`config.mk`:
```
export PLATFORM = sky130hd
export DESIGN_NAME = cartridge_bank_controller_unit_flat
export DESIGN_NICKNAME = d
export VERILOG_FILES = /design/src/cbc_pkg.sv /design/src/cbc_req_if.sv /design/src/cbc_rsp_if.sv /design/src/cartridge_bank_controller_unit.sv /design/src/flat_wrapper.sv
export SDC_FILE = /design/constraint.sdc
export NUM_CORES = 1
export LEC_CHECK = 0
export ABC_AREA = 1
export BUFFER_PORTS_ARGS = -buffer_cell sky130_fd_sc_hd__buf_2
export CAP_MARGIN = 20
export CORE_UTILIZATION = 41
export DETAILED_ROUTE_END_ITERATION = 10
export SYNTH_ARGS = -nofsm -noshare
export SYNTH_HDL_FRONTEND = slang
export SYNTH_SLANG_ARGS = --single-unit
```
`constraint.sdc`:
```
create_clock -name clk -period 3.1 [get_ports clk]
set_input_delay 0.465 -clock clk [delete_from_list [all_inputs] [get_ports clk]]
set_output_delay 0.465 -clock clk [all_outputs]
set_load 0.01 [all_outputs]
```
`src/cbc_pkg.sv`:
```
// cbc_pkg: shared types and constants of the cartridge bank controller
// no dependencies; used by the channel interfaces and the top level

package cbc_pkg;

  // bank limits built into the cartridge slot
  localparam int unsigned MAX_ROM_BANKS = 512;
  localparam int unsigned MAX_RAM_BANKS = 16;

  localparam int unsigned ADDR_W      = 16;
  localparam int unsigned DATA_W      = 8;
  localparam int unsigned OFFSET_W    = 23;
  localparam int unsigned ROM_BANK_W  = 9;
  localparam int unsigned RAM_BANK_W  = 4;
  localparam int unsigned ROM_COUNT_W = 10;
  localparam int unsigned RAM_COUNT_W = 5;
  localparam int unsigned KIND_W      = 3;
  localparam int unsigned CFG_IDX_W   = 2;
  localparam int unsigned CFG_DATA_W  = 10;

  // configuration register indexes
  localparam logic [CFG_IDX_W-1:0] CFG_KIND      = 2'd0;
  localparam logic [CFG_IDX_W-1:0] CFG_ROM_COUNT = 2'd1;
  localparam logic [CFG_IDX_W-1:0] CFG_RAM_COUNT = 2'd2;

  typedef enum logic [KIND_W-1:0] {
    KIND_NONE   = 3'd0,
    KIND_MBC1   = 3'd1,
    KIND_MBC2   = 3'd2,
    KIND_MBC3   = 3'd3,
    KIND_MBC5   = 3'd4,
    KIND_RUMBLE = 3'd5
  } kind_t;

  typedef enum logic [1:0] {
    REGION_NONE = 2'd0,
    REGION_ROM  = 2'd1,
    REGION_RAM  = 2'd2,
    REGION_CTRL = 2'd3
  } region_t;

  localparam logic REQ_READ  = 1'b0;
  localparam logic REQ_WRITE = 1'b1;

  // 4 KiB pages of the control range
  localparam logic [3:0] PAGE_ROM_LO = 4'h2;
  localparam logic [3:0] PAGE_ROM_HI = 4'h3;
  localparam logic [3:0] PAGE_MID_0  = 4'h4;
  localparam logic [3:0] PAGE_MID_1  = 4'h5;
  localparam logic [3:0] PAGE_MODE_0 = 4'h6;
  localparam logic [3:0] PAGE_MODE_1 = 4'h7;

  localparam logic [ROM_BANK_W-1:0] ROM_BANK_RESET = 9'd1;

endpackage

```
`src/cbc_req_if.sv`:
```
// cbc_req_if: valid/ready channel carrying one cartridge bus access
// depends on cbc_pkg

interface cbc_req_if;
  import cbc_pkg::*;

  logic              valid;
  logic              ready;
  logic              req_type;
  logic [ADDR_W-1:0] bus_address;
  logic [DATA_W-1:0] bus_data;

  modport source (output valid, req_type, bus_address, bus_data, input ready);
  modport sink   (input valid, req_type, bus_address, bus_data, output ready);
endinterface

```
`src/cbc_rsp_if.sv`:
```
// cbc_rsp_if: valid/ready channel carrying one mapping result
// depends on cbc_pkg

interface cbc_rsp_if;
  import cbc_pkg::*;

  logic                  valid;
  logic                  ready;
  logic [1:0]            target_region;
  logic [OFFSET_W-1:0]   physical_offset;
  logic [ROM_BANK_W-1:0] rom_bank_value;
  logic [RAM_BANK_W-1:0] ram_bank_value;
  logic [1:0]            switch_refused;

  modport source (output valid, target_region, physical_offset, rom_bank_value,
                  ram_bank_value, switch_refused, input ready);
  modport sink   (input valid, target_region, physical_offset, rom_bank_value,
                  ram_bank_value, switch_refused, output ready);
endinterface

```
`src/cartridge_bank_controller_unit.sv`:
```
// cartridge_bank_controller_unit: MBC1/MBC2/MBC3/MBC5 style bank register
// decode and ROM/RAM address translation; depends on cbc_pkg, cbc_req_if, cbc_rsp_if
//
//   channel  | direction | contents
//   in_bus   | sink      | req_type, bus_address, bus_data
//   out_res  | source    | target_region, physical_offset, bank values, refusal flags
//   cfg_*    | write     | controller kind, ROM bank count, RAM bank count
//
// one transaction per cycle while out_res is not stalled; the result is registered and shows in the cycle
// after acceptance, the bank registers update at the same edge
// rst_n (synchronous) restores bank 1 / RAM bank 0 / mode 0 and the config defaults
// a stalled result holds; a new transaction is taken while the result register
// is empty or out_res.ready is high

module cartridge_bank_controller_unit (
  input  logic                         clk,
  input  logic                         rst_n,
  cbc_req_if.sink                      in_bus,
  cbc_rsp_if.source                    out_res,
  input  logic                         cfg_we,
  input  logic [cbc_pkg::CFG_IDX_W-1:0]  cfg_index,
  input  logic [cbc_pkg::CFG_DATA_W-1:0] cfg_wdata
);
  import cbc_pkg::*;

  localparam logic [ROM_COUNT_W-1:0] ROM_MAX = ROM_COUNT_W'(MAX_ROM_BANKS);
  localparam logic [RAM_COUNT_W-1:0] RAM_MAX = RAM_COUNT_W'(MAX_RAM_BANKS);

  // configuration
  logic [KIND_W-1:0]      kind_r;
  logic [ROM_COUNT_W-1:0] rom_count_r;
  logic [RAM_COUNT_W-1:0] ram_count_r;

  // bank state
  logic [ROM_BANK_W-1:0]  rom_bank_r, rom_bank_nxt;
  logic [RAM_BANK_W-1:0]  ram_bank_r, ram_bank_nxt;
  logic                   mode_r, mode_nxt;
  logic [ROM_BANK_W-1:0]  map_rom_r, map_rom_nxt;
  logic [RAM_BANK_W-1:0]  map_ram_r, map_ram_nxt;

  // result register
  logic                   out_valid_r;
  logic [1:0]             region_r, region_nxt;
  logic [OFFSET_W-1:0]    offset_r, offset_nxt;
  logic [ROM_BANK_W-1:0]  rom_val_r;
  logic [RAM_BANK_W-1:0]  ram_val_r;
  logic [1:0]             refused_r, refused_nxt;

  logic                   accept;
  logic [3:0]             page;
  logic                   page_lo, page_mid, page_mode;
  logic [DATA_W-1:0]      wdata;
  logic [ROM_COUNT_W-1:0] rom_lim;
  logic [RAM_COUNT_W-1:0] ram_lim;
  logic                   is_cart_rom, is_cart_ram;

  function automatic logic [6:0] nz_or_one(input logic [6:0] v);
    return (v == 7'd0) ? 7'd1 : v;
  endfunction

  assign accept       = in_bus.valid && in_bus.ready;
  assign in_bus.ready = !out_valid_r || out_res.ready;

  assign page      = in_bus.bus_address[15:12];
  assign page_lo   = (page == PAGE_ROM_LO) || (page == PAGE_ROM_HI);
  assign page_mid  = (page == PAGE_MID_0) || (page == PAGE_MID_1);
  assign page_mode = (page == PAGE_MODE_0) || (page == PAGE_MODE_1);

  assign is_cart_rom = !in_bus.bus_address[15];
  assign is_cart_ram = (in_bus.bus_address[15:13] == 3'b101);

  assign rom_lim = (rom_count_r < ROM_MAX) ? rom_count_r : ROM_MAX;
  assign ram_lim = (ram_count_r < RAM_MAX) ? ram_count_r : RAM_MAX;

  // rumble carts drop the motor bit from RAM bank writes
  assign wdata = (kind_r == KIND_RUMBLE && page_mid) ? (in_bus.bus_data & 8'h07)
                                                      : in_bus.bus_data;

  always_comb begin
    rom_bank_nxt = rom_bank_r;
    ram_bank_nxt = ram_bank_r;
    mode_nxt     = mode_r;
    map_rom_nxt  = map_rom_r;
    map_ram_nxt  = map_ram_r;
    region_nxt   = REGION_NONE;
    offset_nxt   = '0;
    refused_nxt  = 2'b00;

    if (is_cart_rom && in_bus.req_type == REQ_WRITE) begin
      unique case (kind_r)
        KIND_MBC1: begin
          if (page_lo) begin
            rom_bank_nxt = {2'b00, rom_bank_r[6:5],
                            ((wdata[4:0] == 5'd0) ? 5'd1 : wdata[4:0])};
          end else if (page_mid) begin
            if (mode_r) begin
              ram_bank_nxt = {2'b00, wdata[1:0]};
            end else begin
              rom_bank_nxt = {2'b00, wdata[1:0], rom_bank_r[4:0]};
            end
          end else if (page_mode) begin
            mode_nxt = wdata[0];
          end
        end
        KIND_MBC2: begin
          if (in_bus.bus_address[8]) begin
            rom_bank_nxt = {5'd0, ((wdata[3:0] == 4'd0) ? 4'd1 : wdata[3:0])};
          end
        end
        KIND_MBC3: begin
          if (page_lo) begin
            rom_bank_nxt = {2'b00, nz_or_one(wdata[6:0])};
          end else if (page_mid) begin
            ram_bank_nxt = {2'b00, wdata[1:0]};
          end
        end
        KIND_MBC5, KIND_RUMBLE: begin
          if (page == PAGE_ROM_LO) begin
            rom_bank_nxt = {rom_bank_r[8], wdata};
          end else if (page == PAGE_ROM_HI) begin
            rom_bank_nxt = {wdata[0], rom_bank_r[7:0]};
          end else if (page_mid) begin
            ram_bank_nxt = wdata[3:0];
          end
        end
        default: begin
        end
      endcase

      region_nxt = REGION_CTRL;
      // retry the mapping; an out of range bank keeps the old one
      if ({1'b0, rom_bank_nxt} >= rom_lim) begin
        refused_nxt[0] = 1'b1;
      end else begin
        map_rom_nxt = rom_bank_nxt;
      end
      if (ram_bank_nxt != '0 && {1'b0, ram_bank_nxt} >= ram_lim) begin
        refused_nxt[1] = 1'b1;
      end else begin
        map_ram_nxt = ram_bank_nxt;
      end
    end else if (is_cart_rom) begin
      region_nxt = REGION_ROM;
      if (!in_bus.bus_address[14]) begin
        offset_nxt = OFFSET_W'(in_bus.bus_address);
      end else begin
        offset_nxt = {map_rom_r, in_bus.bus_address[13:0]};
      end
    end else if (is_cart_ram) begin
      region_nxt = REGION_RAM;
      offset_nxt = OFFSET_W'({map_ram_r, in_bus.bus_address[12:0]});
    end
  end

  always_ff @(posedge clk) begin
    if (!rst_n) begin
      kind_r      <= KIND_NONE;
      rom_count_r <= ROM_COUNT_W'(2);
      ram_count_r <= '0;
    end else if (cfg_we) begin
      unique case (cfg_index)
        CFG_KIND:      kind_r      <= cfg_wdata[KIND_W-1:0];
        CFG_ROM_COUNT: rom_count_r <= cfg_wdata[ROM_COUNT_W-1:0];
        CFG_RAM_COUNT: ram_count_r <= cfg_wdata[RAM_COUNT_W-1:0];
        default: begin
        end
      endcase
    end
  end

  always_ff @(posedge clk) begin
    if (!rst_n) begin
      rom_bank_r  <= ROM_BANK_RESET;
      ram_bank_r  <= '0;
      mode_r      <= 1'b0;
      map_rom_r   <= ROM_BANK_RESET;
      map_ram_r   <= '0;
      out_valid_r <= 1'b0;
    end else begin
      if (accept) begin
        rom_bank_r  <= rom_bank_nxt;
        ram_bank_r  <= ram_bank_nxt;
        mode_r      <= mode_nxt;
        map_rom_r   <= map_rom_nxt;
        map_ram_r   <= map_ram_nxt;
        out_valid_r <= 1'b1;
      end else if (out_res.ready) begin
        out_valid_r <= 1'b0;
      end
    end
  end

  always_ff @(posedge clk) begin
    if (accept) begin
      region_r  <= region_nxt;
      offset_r  <= offset_nxt;
      rom_val_r <= rom_bank_nxt;
      ram_val_r <= ram_bank_nxt;
      refused_r <= refused_nxt;
    end
  end

  assign out_res.valid           = out_valid_r;
  assign out_res.target_region   = region_r;
  assign out_res.physical_offset = offset_r;
  assign out_res.rom_bank_value  = rom_val_r;
  assign out_res.ram_bank_value  = ram_val_r;
  assign out_res.switch_refused  = refused_r;

endmodule

```
`src/flat_wrapper.sv`:
```
// flat-port wrapper written by rule: the top's interface ports become plain ports
module cartridge_bank_controller_unit_flat import cbc_pkg::*;
  (clk, rst_n, cfg_we, cfg_index, cfg_wdata, in_bus_valid, in_bus_req_type, in_bus_bus_address, in_bus_bus_data, in_bus_ready, out_res_valid, out_res_target_region, out_res_physical_offset, out_res_rom_bank_value, out_res_ram_bank_value, out_res_switch_refused, out_res_ready);
  cbc_req_if in_bus_i ();
  cbc_rsp_if out_res_i ();
  input  logic clk;
  input  logic rst_n;
  input  logic cfg_we;
  input  logic [cbc_pkg::CFG_IDX_W-1:0] cfg_index;
  input  logic [cbc_pkg::CFG_DATA_W-1:0] cfg_wdata;
  input wire logic [$bits(in_bus_i.valid)-1:0] in_bus_valid;
  input wire logic [$bits(in_bus_i.req_type)-1:0] in_bus_req_type;
  input wire logic [$bits(in_bus_i.bus_address)-1:0] in_bus_bus_address;
  input wire logic [$bits(in_bus_i.bus_data)-1:0] in_bus_bus_data;
  output wire logic [$bits(in_bus_i.ready)-1:0] in_bus_ready;
  output wire logic [$bits(out_res_i.valid)-1:0] out_res_valid;
  output wire logic [$bits(out_res_i.target_region)-1:0] out_res_target_region;
  output wire logic [$bits(out_res_i.physical_offset)-1:0] out_res_physical_offset;
  output wire logic [$bits(out_res_i.rom_bank_value)-1:0] out_res_rom_bank_value;
  output wire logic [$bits(out_res_i.ram_bank_value)-1:0] out_res_ram_bank_value;
  output wire logic [$bits(out_res_i.switch_refused)-1:0] out_res_switch_refused;
  input wire logic [$bits(out_res_i.ready)-1:0] out_res_ready;
  assign in_bus_i.valid = in_bus_valid;
  assign in_bus_i.req_type = in_bus_req_type;
  assign in_bus_i.bus_address = in_bus_bus_address;
  assign in_bus_i.bus_data = in_bus_bus_data;
  assign in_bus_ready = in_bus_i.ready;
  assign out_res_valid = out_res_i.valid;
  assign out_res_target_region = out_res_i.target_region;
  assign out_res_physical_offset = out_res_i.physical_offset;
  assign out_res_rom_bank_value = out_res_i.rom_bank_value;
  assign out_res_ram_bank_value = out_res_i.ram_bank_value;
  assign out_res_switch_refused = out_res_i.switch_refused;
  assign out_res_i.ready = out_res_ready;
  cartridge_bank_controller_unit u_core (.clk(clk), .rst_n(rst_n), .in_bus(in_bus_i), .out_res(out_res_i), .cfg_we(cfg_we), .cfg_index(cfg_index), .cfg_wdata(cfg_wdata));
endmodule
```
==> metrics.cfg, run 1 <==
[status]
outcome = finished clean

[clocking]
clockBufferDepth = 2
numCtsBuffers = 9
clockRootBuffer = clkbuf_8
cts_tree = done
clock-sinks = 86
cts.clk_slew.worst_paths_ps = 80
cts.htree.levels = 3
worstSkewPairLatency_ps = 360

[route]
wire_per_inst_microns = 13.4
via_per_inst = 4.90
drt-pass1-iter-count = 5
detail-route-antenna-nets = 0
drc = 0
routed_wirelength_mm = 10.0
drt_iter0_markers = 235
dr_total_vias = 3644

[sta]
period_share_pct = 89.2
setup_viol = 0
finClkSkew_ps = 5.67
max_slew.worst_pin.slew_ps = 837
fin_setup_tns_ps = 0
fmax_ghz = 0.362
rsz0062_at_grt = false
slew_violations = 0
fin_crit_ps = 2770
whs_ps = 343
hold_viol_final = 0
relSlewSlack_pct = 44.0

[die]
die_width_microns = 104
coreArea_sq_mm = 0.00995
pin_count = 84
rows = 36
dieArea_sq_mm = 0.0108
initial_core_util_pct = 43.0
die_h_microns = 104

[power]
intPower_w = 0.00169
p_leak_nw = 2.29
clkPwrFrac_pct = 29.4
sw_frac_of_total_pct = 28.8
max-vdd-ir-drop_v = 0.000218
powerDensity_mw_per_mm2 = 469
pwr-share-comb_pct = 16.4
power_frac_seq_pct = 54.1
power_switching_w = 0.000681

[worst_setup_path]
crit_family = compound AO/OA/AOI/OAI gates
cp_slowest_stage_delay_ps = 450
crit_fanout = 12
crit_path_cell_trace = inv_1, nand2_2, inv_1, nand3_1, o211ai_2, nand4_1, o21ai_2, ha_1, a21oi_1, o21ai_0, a21oi_1, nand3_1, nor2_4, inv_2, a21oi_1, o21ai_1
path_common_cell = a21oi_1
slowest_stage = dfxtp_1
cp.buffers_inverters = 3
critical_path_class = flop to flop
worstPathArrival_ps = 3010
cp.required_ps = 3340
endpoint_kind = flop
critPathLaunchType = flop

[global_route]
gr-total-overflow = 0
grt_max_degree = 42
antenna_found_initial = 0
grt_pass1_vias = 3423
grt.total_usage_pct = 19.5
grt_pass1_wl_mm = 16.6

[yosys]
synth_top_area_cell = edfxtp_1
netlist.area_leader.share_pct = 28.1
synth.net_count = 570
synthCells = 515
synth_cell_types = 38
synth_seq_cells = 86
ys_top_cells_by_area = edfxtp_1 28%, dfxtp_1 22%, nand2_1 7.5%, nor2_1 5.9%, inv_1 5.6%
ys_warn_count = 0
syn_area_sq_mm = 0.00428
syn_avg_cell_area_sq_um = 8.30
seq_area_frac_synth_pct = 49.6

[layout]
area_growth_pct = 18.2
multi_input_area_sq_mm = 0.00183
fillers = 977
register_area_sq_mm = 0.00212
antennaDiodeCount = 0
fin_nets = 661
drive_gt1_share_pct = 24.5

[worst_hold_path]
hp-class = primary input to flop

[flow_run]
maxCapViolCount = 0

[placement]
portBuffers = 83
place.gp.congestion = 0.881
hpwl_mm = 7.55

[layer usage]
| layer | vias to the layer above | track usage, % | share of wire [%] |
|---|---|---|---|
| met5 | - | 0 | 0 |
| met4 | 0 | 7.55 | 2.0 |
| met3 | 13 | 4.01 | 4.5 |
| met2 | 107 | 30.7 | 45 |
| met1 | 1642 | 26.2 | 49 |
| li1 | 1882 | - | - |
[kinds of logic after synthesis]
kind of cell | synth area share, %
compound gates | 14.7
simple gates | 24.1
buf+inv | 7.75
flops | 49.6
fa+ha+maj | 3.80
[registers in the layout (all words and copies together) (netlist names), 4 cells and up]
signal / count
u_core.rom_bank_r: 9
u_core.out_res.ram_bank_value: 4
u_core.rom_count_r: 10
u_core.ram_bank_r: 4
u_core.out_res.physical_offset: 23
u_core.map_ram_r: 4
u_core.out_res.rom_bank_value: 9
u_core.ram_count_r: 5
u_core.map_rom_r: 9
[worst paths after layout]
path | startpoint | depth (start not counted) | to | slack, ps
worst max-delay path | u_core.kind_r[1] | 16 | u_core.map_rom_r[0] | 330
worst min register to register | u_core.map_rom_r[3] | 2 | u_core.map_rom_r[3] | 460
worst min-delay path | cfg_wdata[8] | 3 | u_core.rom_count_r[8] | 340
worst max register to register | u_core.kind_r[1] | 16 | u_core.map_rom_r[0] | 330
[stage by stage]
step	utilization, %	worst slack [ps]	cells	power [W]	area [sq um]
after floorplan	-	432	515	0.00155	4280
after global placement	49.0	72.5	728	0.00169	4880
after detailed placement	49.0	105	728	0.00170	4880
after CTS	50.7	245	744	0.00239	5050
after global routing	50.8	46.2	744	0.00250	5050
final	50.8	334	744	0.00237	5050
[what timing repair did]
| action | in CTS | in global routing |
|---|---|---|
| resized for setup | 0 | 2 |
| setup endpoints to repair | 0 | 5 |
| hold buffers | 0 | 0 |
| buffers inserted | 0 | 0 |
[layout make-up]
class / instances / area share, %
flip-flops and latches: 86 / 42.0
multi-input cells: 343 / 36.2
repair buffers: 94 / 9.85
inverters: 72 / 5.40
well taps: 133 / 3.29
clock buffers: 11 / 2.60
clock inverters: 5 / 0.693
[layout by cell type, fill, tap and decap left out, drive strengths merged]
cell type    n
a21oi       40
nor4         1
o211ai       6
o22ai        1
a31oi        1
buf         94
o21ai       62
nand4        5
nand2      102
nand3       29
edfxtp      40
a21boi       3
nor3         7
clkinv       4
clkbuf      11
nor2        73
clkinvlp     1
inv         72
ha          13
dfxtp       46
[power groups by stage]
| stage | clock network (W) | registers [W] | logic, W |
|---|---|---|---|
| finish | 0.000698 | 0.00128 | 0.000389 |
| global route | 0.000775 | 0.00129 | 0.000439 |
| CTS | 0.000717 | 0.00128 | 0.000390 |
| detailed placement | 0 | 0.00131 | 0.000388 |
| global placement | 0 | 0.00131 | 0.000384 |
| floorplan | 0 | 0.00133 | 0.000228 |
[synth_stat cells]
master	number
nand2_1	86
edfxtp_1	40
nand3_2	1
a21boi_2	1
nor2_8	2
nand3_1	27
nand2_4	4
inv_2	6
o21ai_1	15
dfxtp_1	46
nand4_1	5
nor3_4	1
ha_1	13
o22ai_1	1
nand3_4	1
nor2_2	2
nor4_1	1
clkinv_1	1
a31oi_1	1
nor2_4	2
buf_2	2
inv_4	1
o21ai_0	46
clkbuf_1	9
o211ai_2	2
a21boi_1	1
a21oi_2	4
o211ai_1	4
inv_1	64
o21ai_4	1
nand2_2	11
buf_1	2
nand2_8	1
a21boi_0	1
nor2_1	67
buf_4	1
nor3_1	6
a21oi_1	36
[worst register-to-register path, stage by stage, from the launching register on]
cell      delay, ps
dfxtp_1         450
inv_1           120
nand2_2         140
inv_1           140
nand3_1         150
o211ai_2        150
nand4_1         120
o21ai_2         100
ha_1            320
a21oi_1         140
o21ai_0          90
a21oi_1         140
nand3_1         150
nor2_4          120
inv_2           100
a21oi_1         130
o21ai_1          90
Note: power is estimated with default switching activity, not from simulation.
==> run 2, diff against run 1 <==
==> constraint.sdc (replaced) <==
create_clock -name clk -period 3.1 [get_ports clk]
set_input_delay 0.62 -clock clk [delete_from_list [all_inputs] [get_ports clk]]
set_output_delay 0.62 -clock clk [all_outputs]
set_load 0.01 [all_outputs]
==> metrics.cfg, run 2 (synthesis gave the netlist of run 1 again) <==
[status]
outcome = finished clean

[layout]
antennaDiodeCount = 0  ; unchanged
drive_gt1_share_pct = 25.8  ; +1.2 points
largest_reg_flops = 23  ; unchanged
fin_nets = 671  ; +1.5%
area_growth_pct = 21.4
final_common_cell = nand2_1
mostFrequentLayoutCells = 85 x nand2_1, 83 x buf_2, 67 x nor2_1, 64 x inv_1
stdcell_count = 754  ; +1.3%
fin_area_sq_mm = 0.00519  ; +2.7%
final_util_pct = 52.2  ; +1.4 points

[global_route]
grt_max_degree = 32  ; -24%
grt_pass1_wl_mm = 16.6  ; +0.17%
grt_pass1_vias = 3371  ; -1.5%
antenna_found_initial = 0  ; unchanged
gr-total-overflow = 0  ; unchanged
grt.total_usage_pct = 19.4  ; -0.051 points

[route]
wire_per_inst_microns = 13.2  ; -1.6%
detail-route-antenna-nets = 0  ; unchanged
via_per_inst = 4.80  ; -2.0%
routed_wirelength_mm = 9.97  ; -0.28%
drc = 0  ; unchanged
dr_total_vias = 3618  ; -0.71%
drt-pass1-iter-count = 7  ; +2
drt_iter0_markers = 186  ; -21%

[sta]
max_slew.worst_pin.slew_ps = 845  ; +7.86 ps
setup_viol = 0  ; unchanged
worst_slack_ps = 243  ; -91.3 ps
hold_viol_final = 0  ; unchanged
finClkSkew_ps = 9.76  ; +4.09 ps
fmax_ghz = 0.350  ; -3.2%
period_share_pct = 92.2  ; +2.9 points
relSlewSlack_pct = 43.4  ; -0.53 points
slew_violations = 0  ; unchanged
fin_crit_ps = 2860  ; +91.3 ps
rsz0062_at_grt = false

[clocking]
clockBufferDepth = 2  ; unchanged
cts.htree.levels = 3  ; unchanged
worstSkewPairLatency_ps = 360  ; about the same
cts.clk_slew.worst_paths_ps = 80  ; about the same
ctsHoldBuffers = 0  ; unchanged
clock-sinks = 86  ; unchanged
cts_tree = done
clockRootBuffer = clkbuf_8
numCtsBuffers = 9  ; unchanged

[worst_setup_path]
cp.required_ps = 3340  ; about the same
slowest_stage = nor3_4
crit_path_cell_trace = buf_2, nor3_4, nand2_1, nand2_1, o211ai_1, nand2_1, nand3_2, ha_1, a21oi_1, o21ai_0, a21oi_1, nand3_2, nor2_4, inv_2, a21oi_1, o21ai_1
crit_family = simple AND/OR/NAND/NOR gates
ff2ff_setup_slack_ps = 250  ; -80 ps
critPathLaunchType = primary input
cp.buffers_inverters = 2  ; -1
cp-startpoint = in_bus_bus_address[15]
endpoint_kind = flop
cp_slowest_stage_delay_ps = 310  ; -140 ps
crit_fanout = 12  ; unchanged
path_depth = 16  ; unchanged
r2r_end = u_core.map_rom_r[0]
r2r-start = u_core.kind_r[1]
reg2regPathDepth = 16  ; unchanged
worstPathArrival_ps = 3100  ; +90 ps
critical_path_class = primary input to flop
setup.worst_path.end = u_core.map_rom_r[0]

[placement]
portBuffers = 83  ; unchanged
place_area_sq_mm = 0.00497  ; +1.8%
dp_cells = 738  ; +1.4%
place.gp.congestion = 0.891  ; +1.2%
pre_cts_ws_ps = -119  ; -224 ps
hpwl_mm = 7.67  ; +1.6%

[die]
die_h_microns = 104  ; unchanged
rows = 36  ; unchanged
initial_core_util_pct = 43.0  ; unchanged
pin_count = 84  ; unchanged
dieArea_sq_mm = 0.0108  ; unchanged
coreArea_sq_mm = 0.00995  ; unchanged
die_width_microns = 104  ; unchanged

[power]
power_w = 0.00255  ; +7.6%
p_leak_nw = 2.37  ; +3.5%
powerDensity_mw_per_mm2 = 491  ; +4.7%
max-vdd-ir-drop_v = 0.000242  ; +11%

[flow_run]
maxCapViolCount = 0  ; unchanged

[worst_hold_path]
hp-class = flop to flop
whs_path_depth = 2  ; -1

[run 2: cell count changes in the layout (fill, tap and decap cells not counted)]
cell	previous run	this run
clkinv_4	1	2
o21ai_2	1	0
clkinv_2	2	0
o21ai_1	14	15
buf_4	11	20
inv_6	1	0
buf_12	0	1
nand3_2	1	2
bufinv_16	0	2
nand3_1	27	26
[run 2: worst min-delay path, stage by stage, from the launching register on]
cell,delay [ps]
dfxtp_1,300
inv_1,60
a21oi_1,60
[run 2: what timing repair did]
item | in CTS | in global routing
setup buffers | 0 | 0
endpoints found under the setup margin | 0 | 9
resized for setup | 0 | 2
[run 2: final cells by class]
cell class	instances	area [sq um]
fill	983	4760
sequential	86	2120
multi-input combinational	343	1830
timing repair buffer	104	586
inverter	72	273
tap	133	166
clock buffer	11	131
clock inverter	5	85.1
[run 2: layer usage]
layer / up-vias / GRT usage [%] / wire [microns]
met1: 1605 / 26.3 / 4890
met3: 10 / 3.70 / 470
li1: 1900 / - / -
met4: 0 / 5.82 / 132
met2: 103 / 31.4 / 4470
met5: - / 0 / 0
[run 2: how the worst min path moves through the flow]
stage | to | startpoint
2_1_floorplan | u_core.rom_count_r[1] | u_core.rom_count_r[1]
3_3_place_gp | u_core.map_rom_r[3] | u_core.map_rom_r[3]
3_5_place_dp | u_core.rom_count_r[0] | u_core.rom_count_r[0]
4_1_cts | u_core.rom_count_r[0] | u_core.rom_count_r[0]
5_1_grt | u_core.map_ram_r[2] | u_core.map_ram_r[2]
6_report | u_core.rom_count_r[0] | u_core.rom_count_r[0]
[run 2: power by group]
part / internal, W / total (W) / switching [W]
registers: 0.00126 / 0.00128 / 0.0000233
clock network: 0.000458 / 0.000860 / 0.000403
logic: 0.000149 / 0.000408 / 0.000259
total: 0.00186 / 0.00255 / 0.000685
[run 2: metrics by stage]
stage               TNS [ps]  hold slack, ps
floorplan                  0             429
global placement        -441             445
detailed placement      -721             454
CTS                        0             466
global route               0             492
finish                     0             459
